<file path="src/hdl/lam_pkg.sv">
`timescale 1ns / 1ps
package lam_pkg;

    typedef struct packed {
        logic [15:0] angle_std;
        logic [15:0] distance_std;
        logic [15:0] compass_std;
        logic [14:0] range_gate;
    } cfg_t;

    localparam logic [1:0] CFG_ANGLE_STD    = 2'd0;
    localparam logic [1:0] CFG_DISTANCE_STD = 2'd1;
    localparam logic [1:0] CFG_COMPASS_STD  = 2'd2;
    localparam logic [1:0] CFG_RANGE_GATE   = 2'd3;

    localparam logic [15:0] ANGLE_STD_RST    = 16'd3277;
    localparam logic [15:0] DISTANCE_STD_RST = 16'd8192;
    localparam logic [15:0] COMPASS_STD_RST  = 16'd12868;
    localparam logic [14:0] RANGE_GATE_RST   = 15'd7168;

    // Classified candidate handed from front to back.
    typedef struct packed {
        logic signed [16:0] dx;
        logic signed [16:0] dy;
        logic [15:0]        heading;
        logic [14:0]        range;
        logic [15:0]        bearing;
        logic [15:0]        ori_innov;
        logic               gate_open;
        logic               ori_ok;
        logic               last;
    } item_t;

    typedef enum logic [3:0] {
        ST_IDLE, ST_PREP, ST_ITER, ST_SEL, ST_SQ, ST_NUM, ST_DVI, ST_DIV, ST_ACC, ST_DONE
    } state_t;

    typedef enum logic [1:0] {
        TERM_BEAR, TERM_RANGE, TERM_ORI
    } term_t;

    localparam int ATAN_LEN   = 24;
    localparam int SQRT_STEPS = 17;
    localparam int DIV_STEPS  = 16;
    localparam int DIV_BITS   = 2;
    localparam logic [19:0] PI_SQ_Q16 = 20'd646814;

    function automatic logic [31:0] atan_entry(input logic [4:0] i);
        logic [31:0] v;
        case (i)
            5'd0:  v = 32'h20000000;
            5'd1:  v = 32'h12E4051E;
            5'd2:  v = 32'h09FB385B;
            5'd3:  v = 32'h051111D4;
            5'd4:  v = 32'h028B0D43;
            5'd5:  v = 32'h0145D7E1;
            5'd6:  v = 32'h00A2F61E;
            5'd7:  v = 32'h00517C55;
            5'd8:  v = 32'h0028BE53;
            5'd9:  v = 32'h00145F2F;
            5'd10: v = 32'h000A2F98;
            5'd11: v = 32'h000517CC;
            5'd12: v = 32'h00028BE6;
            5'd13: v = 32'h000145F3;
            5'd14: v = 32'h0000A2F9;
            5'd15: v = 32'h0000517C;
            5'd16: v = 32'h000028BE;
            5'd17: v = 32'h0000145F;
            5'd18: v = 32'h00000A2F;
            5'd19: v = 32'h00000517;
            5'd20: v = 32'h0000028B;
            5'd21: v = 32'h00000145;
            5'd22: v = 32'h000000A2;
            5'd23: v = 32'h00000051;
            default: v = 32'h0;
        endcase
        return v;
    endfunction

endpackage

</file>
<file path="src/hdl/lam_front.sv">
`timescale 1ns / 1ps
module lam_front (
    input  logic                 aclk,
    input  logic                 aresetn,
    input  lam_pkg::cfg_t        cfg,
    input  logic                 s_valid,
    output logic                 s_ready,
    input  logic signed [15:0]   s_particle_x,
    input  logic signed [15:0]   s_particle_y,
    input  logic signed [15:0]   s_particle_heading,
    input  logic [14:0]          s_obs_range,
    input  logic signed [15:0]   s_obs_bearing,
    input  logic signed [15:0]   s_obs_orientation,
    input  logic signed [15:0]   s_landmark_x,
    input  logic signed [15:0]   s_landmark_y,
    input  logic signed [15:0]   s_landmark_orientation,
    input  logic                 s_position_valid,
    input  logic                 s_orientation_valid,
    input  logic                 s_last_candidate,
    output logic                 q_valid,
    output lam_pkg::item_t       q_item,
    input  logic                 q_pop
);
    localparam int Q_DEPTH = 2;
    localparam int PTR_W   = $clog2(Q_DEPTH);

    lam_pkg::item_t            item;
    lam_pkg::item_t            mem_reg [Q_DEPTH];
    logic [PTR_W-1:0]          wr_ptr_reg, rd_ptr_reg;
    logic [PTR_W:0]            fill_reg;
    logic                      push;

    always_comb begin
        item.dx        = {s_landmark_x[15], s_landmark_x} - {s_particle_x[15], s_particle_x};
        item.dy        = {s_landmark_y[15], s_landmark_y} - {s_particle_y[15], s_particle_y};
        item.heading   = s_particle_heading;
        item.range     = s_obs_range;
        item.bearing   = s_obs_bearing;
        item.ori_innov = s_obs_orientation - s_landmark_orientation + s_particle_heading;
        item.gate_open = s_position_valid && (s_obs_range < cfg.range_gate);
        item.ori_ok    = s_orientation_valid;
        item.last      = s_last_candidate;
    end

    assign s_ready = (fill_reg != (PTR_W+1)'(Q_DEPTH));
    assign push    = s_valid && s_ready;
    assign q_valid = (fill_reg != '0);
    assign q_item  = mem_reg[rd_ptr_reg];

    always_ff @(posedge aclk) begin
        if (push) begin
            mem_reg[wr_ptr_reg] <= item;
        end
    end

    always_ff @(posedge aclk) begin
        if (!aresetn) begin
            wr_ptr_reg <= '0;
            rd_ptr_reg <= '0;
            fill_reg   <= '0;
        end else begin
            if (push) begin
                wr_ptr_reg <= wr_ptr_reg + 1'b1;
            end
            if (q_pop) begin
                rd_ptr_reg <= rd_ptr_reg + 1'b1;
            end
            case ({push, q_pop})
                2'b10:   fill_reg <= fill_reg + 1'b1;
                2'b01:   fill_reg <= fill_reg - 1'b1;
                default: fill_reg <= fill_reg;
            endcase
        end
    end

endmodule

</file>
<file path="config.mk">
export PLATFORM = sky130hd
export DESIGN_NAME = lam_front
export DESIGN_NICKNAME = d
export VERILOG_FILES = /design/src/hdl/lam_pkg.sv /design/src/hdl/lam_front.sv
export SDC_FILE = /design/constraint.sdc
export NUM_CORES = 1
export LEC_CHECK = 0
export BUFFER_PORTS_ARGS = -buffer_cell sky130_fd_sc_hd__buf_4
export CELL_PAD_IN_SITES_DETAIL_PLACEMENT = 1
export CELL_PAD_IN_SITES_GLOBAL_PLACEMENT = 1
export CORE_MARGIN = 2
export CORE_UTILIZATION = 40
export DETAILED_ROUTE_END_ITERATION = 12
export PLACE_DENSITY = 0.74
export SYNTH_ARGS = -nofsm -noshare
export SYNTH_HDL_FRONTEND = slang
export SYNTH_SLANG_ARGS = --single-unit
</file>
<file path="constraint.sdc">
create_clock -name aclk -period 6.4 [get_ports aclk]
set_input_delay 0.32 -clock aclk [delete_from_list [all_inputs] [get_ports aclk]]
set_output_delay 0.32 -clock aclk [all_outputs]
set_load 0.03 [all_outputs]
</file>
==> results.py, run 1 <==
metrics = {
    "yosys": {
        "synth-seq-cells": 205,
        "yosysMostFrequentCell": "edfxtp_1",
        "synth_edf_count": 200,
        "yosysWarnings": 0,
        "synthCells": 824,
        "syn_nets": 1117,
        "synthFlopType": "edfxtp_1",
        "async_flop_share_pct": 0,
        "yosys-top-cells-area": "edfxtp_1 (56%), mux2_2 (10%), ha_1 (7.3%)",
        "synth_area_sq_um": 10800,
        "synth_top_area_share_pct": 55.9,
        "synth_common_cells": "edfxtp_1 (200), inv_1 (124), mux2_2 (100)",
        "yosysUniqueCellTypes": 53,
        "avgSynthCellArea_sq_um": 13.0,
        "synth_top_area_cell": "edfxtp_1",
        "seq_area_frac_synth_pct": 56.8,
    },
    "timing": {
        "worst_pin_slew_ps": 781,
        "report.final.hold_viol_count": 0,
        "maxSlewHeadroom_pct": 47.9,
        "fin_crit_ps": 3410,
        "setup_viol": 0,
        "rsz0062_at_grt": "no",
        "final-max-slew-violation-count": 0,
        "period_share_pct": 53.2,
        "tns_ps": 0,
        "clock.fmax_ghz": 0.294,
        "skew_ps": 20.7,
    },
    "power_and_ir_drop": {
        "switching_share_pct": 29.8,
        "p_leak_nw": 6.16,
        "comb_power_share_pct": 27.8,
        "clock_power_share_pct": 32.1,
        "switching_power_mw": 1.29,
        "seqPwrFrac_pct": 40.1,
        "p_int_mw": 3.05,
        "ir_drop_mv": 0.174,
        "power.density_nw_per_um2": 301,
    },
    "place": {
        "io_buffers": 266,
        "place.gp.congestion": 0.769,
        "dp_hpwl_microns": 19300,
    },
    "critical_path": {
        "critPathRequiredTime_ps": 6670,
        "path_class": "input pin to register",
        "start_kind": "input pin",
        "worstPathArrival_ps": 3680,
        "crit_fanout": 4,
        "end_kind": "register",
    },
    "global_route": {
        "antenna_found_initial": 0,
        "grt_max_degree": 56,
        "grt_overflow": 0,
        "grt_pass1_wl_microns": 43800,
        "grt_pass1_vias": 8281,
        "grt_use_total_pct": 19.5,
    },
    "flow_run": {
        "maxCapViolCount": 0,
    },
    "hold_path": {
        "hold_path_class": "input pin to register",
    },
    "finish": {
        "diodes": 0,
        "regArea_sq_um": 6110,
        "drive_gt1_share_pct": 35.4,
        "n_fill_cell": 2727,
        "area_delta_synth_final_pct": 34.4,
        "multi_input_area_sq_um": 4130,
        "utilization_pct": 54.2,
        "final_nets": 1446,
        "largest_reg_flops": 200,
    },
    "floorplanning": {
        "die_w_microns": 168,
        "die_area_sq_um": 28200,
        "start_util_pct": 40.3,
        "num_io_pins": 315,
        "dieHeight_microns": 168,
        "core-area_sq_um": 26700,
        "rows": 60,
    },
    "clock_tree": {
        "clkTransAtPathRegs_ps": 60,
        "clk_latency_ps": 520,
        "post_cts_resized": 0,
        "postCtsSetupBuffers": 0,
        "clockRootBuffer": "clkbuf_16",
        "htreeDepth": 1,
        "clk_path_buf_depth": 3,
        "cts_num_sinks": 205,
        "cts_tree": "done",
        "cts_made_buffers": 24,
        "ctsHoldBuffers": 49,
    },
    "route": {
        "vias": 7581,
        "drc": 0,
        "drt_iter0_markers": 279,
        "vias_per_cell": 5.02,
        "drtPass1Iterations": 4,
        "drt_wl_total_microns": 27700,
        "final_antenna_net_count": 0,
        "wl_per_cell_microns": 18.3,
    },
    "status": {
        "status": "finished, final reports clean",
    },
}
[cells by family after synthesis]
kind of cell | count (synthesis) | synth area share [%]
mux | 102 | 10.7
buf+inv | 140 | 4.89
simple gates | 123 | 5.85
flops | 205 | 56.8
compound gates | 140 | 8.55
fa+ha+maj | 80 | 10.5
xor+xnor | 34 | 2.77
[routing by layer]
layer	up-vias	wire [microns]	track usage (%)
met5	-	0	0
met4	0	432	3.48
met3	32	1950	5.48
met2	208	14400	36.2
met1	3705	11000	22.5
li1	3636	-	-
[placed cells by master (no fill, tap or decap), types with 11 or more instances in the layout]
cell type,n
a21o_1,15
nor2_1,28
nand2_1,27
inv_1,124
xnor2_1,23
mux2_2,100
buf_4,270
a21oi_1,38
fa_1,17
dlygate4sd3_1,49
clkbuf_16,24
o21ai_0,30
edfxtp_1,200
xor2_1,11
ha_1,63
[path summary, 6_finish.rpt]
check,slack (ps),end,start,cells past startpoint
worst max-delay path,2990,mem_reg[1][18],s_particle_heading[1],12
worst min-delay path,30,wr_ptr_reg,aresetn,2
worst max register to register,3990,mem_reg[1][64],fill_reg[0],3
worst min register to register,510,fill_reg[1],fill_reg[1],2
[per-stage QoR]
stage	setup WS, ps	hold WS, ps	std cells	total power, mW	instance area [sq um]
global route	2860	34.7	1511	4.55	14500
finish	2990	30.6	1511	4.35	14500
floorplan	797	419	824	2.53	10800
CTS	3040	9.30	1511	4.40	14500
detailed placement	3070	508	1419	2.96	13200
global placement	3110	491	1419	2.92	13200
[critical path: stages]
cell	delay (ps)
dlygate4sd3_1	560
buf_4	130
inv_1	50
fa_1	600
inv_1	60
ha_1	310
a211oi_2	290
nor4_1	100
or2_1	230
o31a_1	330
or4_1	520
o211a_1	160
[power groups by stage]
stage | clock network, mW | registers [mW] | logic (mW)
after floorplan | 0 | 1.76 | 0.774
after global placement | 0 | 1.76 | 1.16
after detailed placement | 0 | 1.77 | 1.19
after CTS | 1.43 | 1.75 | 1.22
after global routing | 1.48 | 1.76 | 1.31
final | 1.39 | 1.74 | 1.21
[final cells by class]
type | count | area share (%)
Sequential cell | 205 | 42.3
Multi-Input combinational cell | 479 | 28.6
Timing Repair Buffer | 319 | 17.4
Clock buffer | 29 | 4.29
Inverter | 124 | 3.22
Tap cell | 341 | 2.95
Clock inverter | 14 | 1.25
Note: power is estimated with default switching activity, not from simulation.
==> run 2: changes to the inputs <==
- clock period: 6.4 -> 3.3 ns (I/O delays scaled with it)
==> run 2 against run 1 <==
  * Global-route usage decreased by 0.62 points
  * Clock-buffer cell count is 3 higher
  * Critical endpoint is now mem_reg[0][18]
  * Cell area shrank 0.35%
  * Clock power up 68%
  * Total power is 86% higher
  * Routed wire length is 3.4% lower
  * Non-clock buffer count is 5 higher
  * Clock skew fell by 12 ps
  * Sequential power is 93% higher
  * Utilization down 0.19 points
  * Highest routed layer unchanged
  * Register-to-register slack lost 2600 ps
==> results.py, run 2 (synthesized netlist as in run 1, its figures left out) <==
metrics = {
    "status": {
        "status": "finished, final reports clean",
    },
    "timing": {
        "period_share_pct": 96.1,
        "clock.fmax_ghz": 0.315,
        "worst_pin_slew_ps": 861,
        "rsz0062_at_grt": "no",
        "report.final.hold_viol_count": 0,
        "fin_crit_ps": 3170,
        "setup_viol": 0,
        "final-max-slew-violation-count": 0,
        "maxSlewHeadroom_pct": 42.6,
        "skew_ps": 8.31,
        "tns_ps": 0,
    },
    "finish": {
        "fin_area_sq_um": 14400,
        "drive_gt1_share_pct": 35.0,
        "n_fill_cell": 2748,
        "final_nets": 1451,
        "largest_reg_flops": 200,
        "fin_cells": 1514,
        "final_cell_mix": "buf_4 (271), edfxtp_1 (200), inv_1 (124)",
        "final_common_cell": "buf_4",
        "area_delta_synth_final_pct": 33.9,
        "utilization_pct": 54.0,
    },
    "power_and_ir_drop": {
        "p_int_mw": 5.65,
        "clock_power_share_pct": 29.1,
        "switching_share_pct": 30.0,
        "power.density_nw_per_um2": 560,
        "p_leak_nw": 6.12,
        "seqPwrFrac_pct": 41.6,
        "ir_drop_mv": 0.268,
        "switching_power_mw": 2.42,
        "comb_power_share_pct": 29.3,
    },
    "global_route": {
        "grt_pass1_vias": 8227,
        "grt_max_degree": 60,
        "grt_overflow": 0,
        "antenna_found_initial": 1,
        "grt_pass1_wl_microns": 42800,
        "grt_use_total_pct": 18.8,
    },
    "clock_tree": {
        "cts_tree": "done",
        "clk_path_buf_depth": 3,
        "cts_made_buffers": 24,
        "clockRootBuffer": "clkbuf_16",
        "clkTransAtPathRegs_ps": 50,
        "htreeDepth": 1,
        "clk_latency_ps": 500,
        "cts_num_sinks": 205,
    },
    "place": {
        "place.gp.congestion": 0.806,
        "postPlaceCellArea_sq_um": 13200,
        "io_buffers": 266,
        "place_inst": 1421,
        "dp_hpwl_microns": 18700,
    },
    "route": {
        "vias": 7617,
        "wl_per_cell_microns": 17.7,
        "final_antenna_net_count": 0,
        "drtPass1Iterations": 4,
        "drt_wl_total_microns": 26800,
        "drc": 0,
        "vias_per_cell": 5.03,
        "drt_iter0_markers": 310,
    },
    "critical_path": {
        "crit_fanout": 4,
        "rr_worst_depth": 4,
        "critPathRequiredTime_ps": 3550,
        "worstPathArrival_ps": 3420,
        "rrSetupSlack_ps": 1410,
        "end_kind": "register",
        "path_class": "input pin to register",
        "start_kind": "input pin",
    },
    "floorplanning": {
        "start_util_pct": 40.3,
        "dieHeight_microns": 168,
        "core-area_sq_um": 26700,
        "rows": 60,
        "die_w_microns": 168,
        "die_area_sq_um": 28200,
        "num_io_pins": 315,
    },
    "hold_path": {
        "min_path_cells": 3,
        "hold_path_class": "input pin to register",
    },
    "flow_run": {
        "maxCapViolCount": 0,
    },
}
-- run 2: cell types whose count changed in the layout (fill, tap and decap cells not counted), moves of 2 or more --
cell and change:
clkbuf_1 +2, dlygate4sd3_1 +3, bufinv_16 -4, clkinv_1 +2
clkinv_2 -3
-- run 2: routing by layer --
layer	track usage, %	routed length (microns)	up-vias
li1	-	-	3646
met1	22.3	10700	3729
met2	34.3	13700	204
met3	4.37	1800	38
met4	5.14	585	0
met5	0	0	-
-- run 2: power by group through the flow --
stage	Combinational (mW)	Sequential [mW]	Clock, mW
after floorplan	1.50	3.39	0
after global placement	2.28	3.39	0
after detailed placement	2.33	3.41	0
after CTS	2.39	3.36	2.42
after global routing	2.58	3.38	2.51
final	2.37	3.35	2.34
-- run 2: what timing repair did --
item	CTS	global route
gates resized for setup	0	1
buffers inserted	0	0
hold endpoints to repair	105	0
setup endpoints to repair	0	2
hold buffers	52	0
-- run 2: worst max-delay path, cell delays in order --
cell and delay (ps):
dlygate4sd3_1 530, buf_4 120, inv_1 60, fa_2 620, inv_1 60, ha_1 320, a211oi_2 230, nor4_1 90
or2_1 240, o31a_1 330, or4_1 510, o211a_1 150
-- run 2: cell type report --
class	instances	area [sq um]	share of cell area, %
well taps	341	427	2.96
repair buffers	324	2570	17.9
inverters	124	465	3.23
diodes	1	2.50	0.0174
clock buffers	32	652	4.53
flip-flops and latches	205	6110	42.4
clock inverters	8	35.0	0.243
multi-input cells	479	4140	28.7
-- run 2: path summary, 6_finish.rpt --
kind / from / endpoint
worst min-delay path: s_particle_x[0] / mem_reg[0][83]
worst max register to register: fill_reg[0] / mem_reg[0][55]
worst max-delay path: s_particle_heading[1] / mem_reg[0][18]
worst min register to register: fill_reg[1] / fill_reg[1]
-- run 2: per-stage QoR --
step	hold slack (ps)	total power, mW	setup WS (ps)
3_3_place_gp	350	5.67	159
4_1_cts	54.5	8.17	76.6
5_1_grt	82.3	8.47	19.0
2_1_floorplan	264	4.89	458
3_5_place_dp	354	5.74	132
6_report	76.7	8.07	130
==> run 3: changes to the inputs <==
- CTS_CLUSTER_SIZE: not set -> 20
- clock period: 3.3 -> 3.05 ns (I/O delays scaled with it)
==> run 3 against run 2 <==
  * Worst hold slack got worse by 27 ps
  * Non-clock buffer count up 5
  * Total power rose by 11%
  * Combinational power up 8%
  * Cell area rose by 1.1%
  * Clock power up 18%
  * Global-route usage is 0.10 points lower
  * Clock skew shrank 0.57 ps
  * Sequential power is 9.3% higher
==> results.py, run 3 (synthesized netlist as in run 1, its figures left out) <==
metrics = {
    "clock_tree": {
        "cts_tree": "done",
        "clk_latency_ps": 510,
        "clk_path_buf_depth": 3,
        "cts_num_sinks": 205,
        "htreeDepth": 1,
        "clkTransAtPathRegs_ps": 60,
        "postCtsSetupBuffers": 0,
        "clockRootBuffer": "clkbuf_16",
        "cts_made_buffers": 24,
    },
    "finish": {
        "final_common_cell": "buf_4",
        "drive_gt1_share_pct": 36.2,
        "largest_reg_flops": 200,
        "multi_input_area_sq_um": 4170,
        "n_fill_cell": 2734,
        "area_delta_synth_final_pct": 35.4,
        "regArea_sq_um": 6110,
        "fin_area_sq_um": 14600,
        "final_cell_mix": "buf_4 (276), edfxtp_1 (200), inv_1 (124)",
        "final_nets": 1456,
    },
    "timing": {
        "final-max-slew-violation-count": 0,
        "report.final.hold_viol_count": 0,
        "skew_ps": 7.74,
        "setup_viol": 0,
        "fin_ws_ps": 130,
        "rsz0062_at_grt": "no",
        "worst_pin_slew_ps": 869,
        "maxSlewHeadroom_pct": 42.0,
        "period_share_pct": 95.7,
        "fin_crit_ps": 2920,
        "clock.fmax_ghz": 0.343,
    },
    "floorplanning": {
        "die_w_microns": 168,
        "rows": 60,
        "start_util_pct": 40.3,
        "core-area_sq_um": 26700,
        "num_io_pins": 315,
        "dieHeight_microns": 168,
        "die_area_sq_um": 28200,
    },
    "power_and_ir_drop": {
        "ir_drop_mv": 0.375,
        "p_leak_nw": 6.19,
        "power.density_nw_per_um2": 616,
    },
    "route": {
        "drc": 0,
        "wl_per_cell_microns": 17.5,
        "drt_iter0_markers": 356,
        "final_antenna_net_count": 0,
        "drtPass1Iterations": 4,
        "vias": 7610,
        "vias_per_cell": 4.99,
        "drt_wl_total_microns": 26700,
    },
    "place": {
        "place.gp.congestion": 0.822,
        "postPlaceCellArea_sq_um": 13200,
        "place_ws_ps": -75.9,
        "io_buffers": 266,
        "dp_hpwl_microns": 19200,
    },
    "global_route": {
        "antenna_found_initial": 2,
        "grt_pass1_wl_microns": 42500,
        "grt_use_total_pct": 18.7,
        "grt_overflow": 0,
        "grt_pass1_vias": 8141,
        "grt_max_degree": 59,
    },
    "critical_path": {
        "path_buf_inv": 4,
        "end_kind": "register",
        "critPathTopFamily": "adder cells",
        "crit_fanout": 6,
        "max_stage_delay_ps": 540,
        "path_common_cell": "inv_1",
        "critPathRequiredTime_ps": 3310,
        "critPathSlowestCell": "fa_1",
        "path_class": "input pin to register",
        "worstPathArrival_ps": 3180,
        "path_cells": "dlygate4sd3_1 -> buf_4 -> inv_1 -> fa_1 -> inv_1 -> ha_1 -> nand3_1 -> nor4_1 -> or2_1 -> o31a_1 -> or4_1 -> o211a_1",
        "start_kind": "input pin",
    },
    "flow_run": {
        "maxCapViolCount": 0,
    },
    "status": {
        "status": "finished, final reports clean",
    },
    "hold_path": {
        "hold_path_class": "input pin to register",
    },
}
## run 3: cell types whose count changed in the layout (fill, tap and decap cells not counted), sizes merged
cell | before | now
clkinvlp | 1 | 0
buf | 272 | 278
bufinv | 0 | 2
clkbuf | 32 | 35
diode | 1 | 2
dlygate4sd3 | 52 | 51
## run 3: final timing paths
kind / startpoint / end / slack, ps / depth (start not counted)
worst min register to register: fill_reg[1] / fill_reg[1] / 530 / 2
worst min-delay path: s_particle_y[0] / mem_reg[0][66] / 50 / 3
worst max register to register: fill_reg[0] / mem_reg[0][45] / 1170 / 4
worst max-delay path: s_particle_heading[5] / mem_reg[1][18] / 130 / 12
## run 3: through the flow
stage	util, %	hold WS [ps]	total power [mW]	setup TNS [ps]	std cells
after floorplan	-	251	5.29	0	824
after global placement	49.7	338	6.15	-41.2	1427
after detailed placement	49.7	341	6.23	-152	1427
final	54.6	49.4	8.97	0	1524
after CTS	54.5	24.8	9.07	0	1522
after global routing	54.6	49.3	9.42	0	1524
## run 3: area by class of cell
cell class | instances | share of cell area (%)
clock buffers | 35 | 4.48
clock inverters | 9 | 0.731
flip-flops and latches | 205 | 42.0
inverters | 124 | 3.20
diodes | 2 | 0.0344
repair buffers | 329 | 18.0
multi-input cells | 479 | 28.6
well taps | 341 | 2.93
## run 3: worst reg2reg max path, delay by kind of cell (launching register included)
family / cells / cell delay, ps
and+or+nand+nor: 3 / 400
DFF: 1 / 390
buffers and inverters: 1 / 680
## run 3: power breakdown
part	leakage [nW]	internal, mW	switching, mW
Combinational	3.91	1.10	1.47
Clock	0.367	1.65	1.09
Sequential	1.91	3.56	0.0989
## run 3: repair_timing
item,CTS,global route
endpoints found under the setup margin,0,4
hold buffers,51,0
gates resized for setup,0,10
hold endpoints to repair,105,0
## run 3: per-layer routing
metal	up-vias	part of all wire, %	track usage, %
met5	-	0	0
met4	0	1.7	4.35
met3	30	6.5	3.88
met2	213	51	34.0
met1	3713	41	22.9
li1	3654	-	-
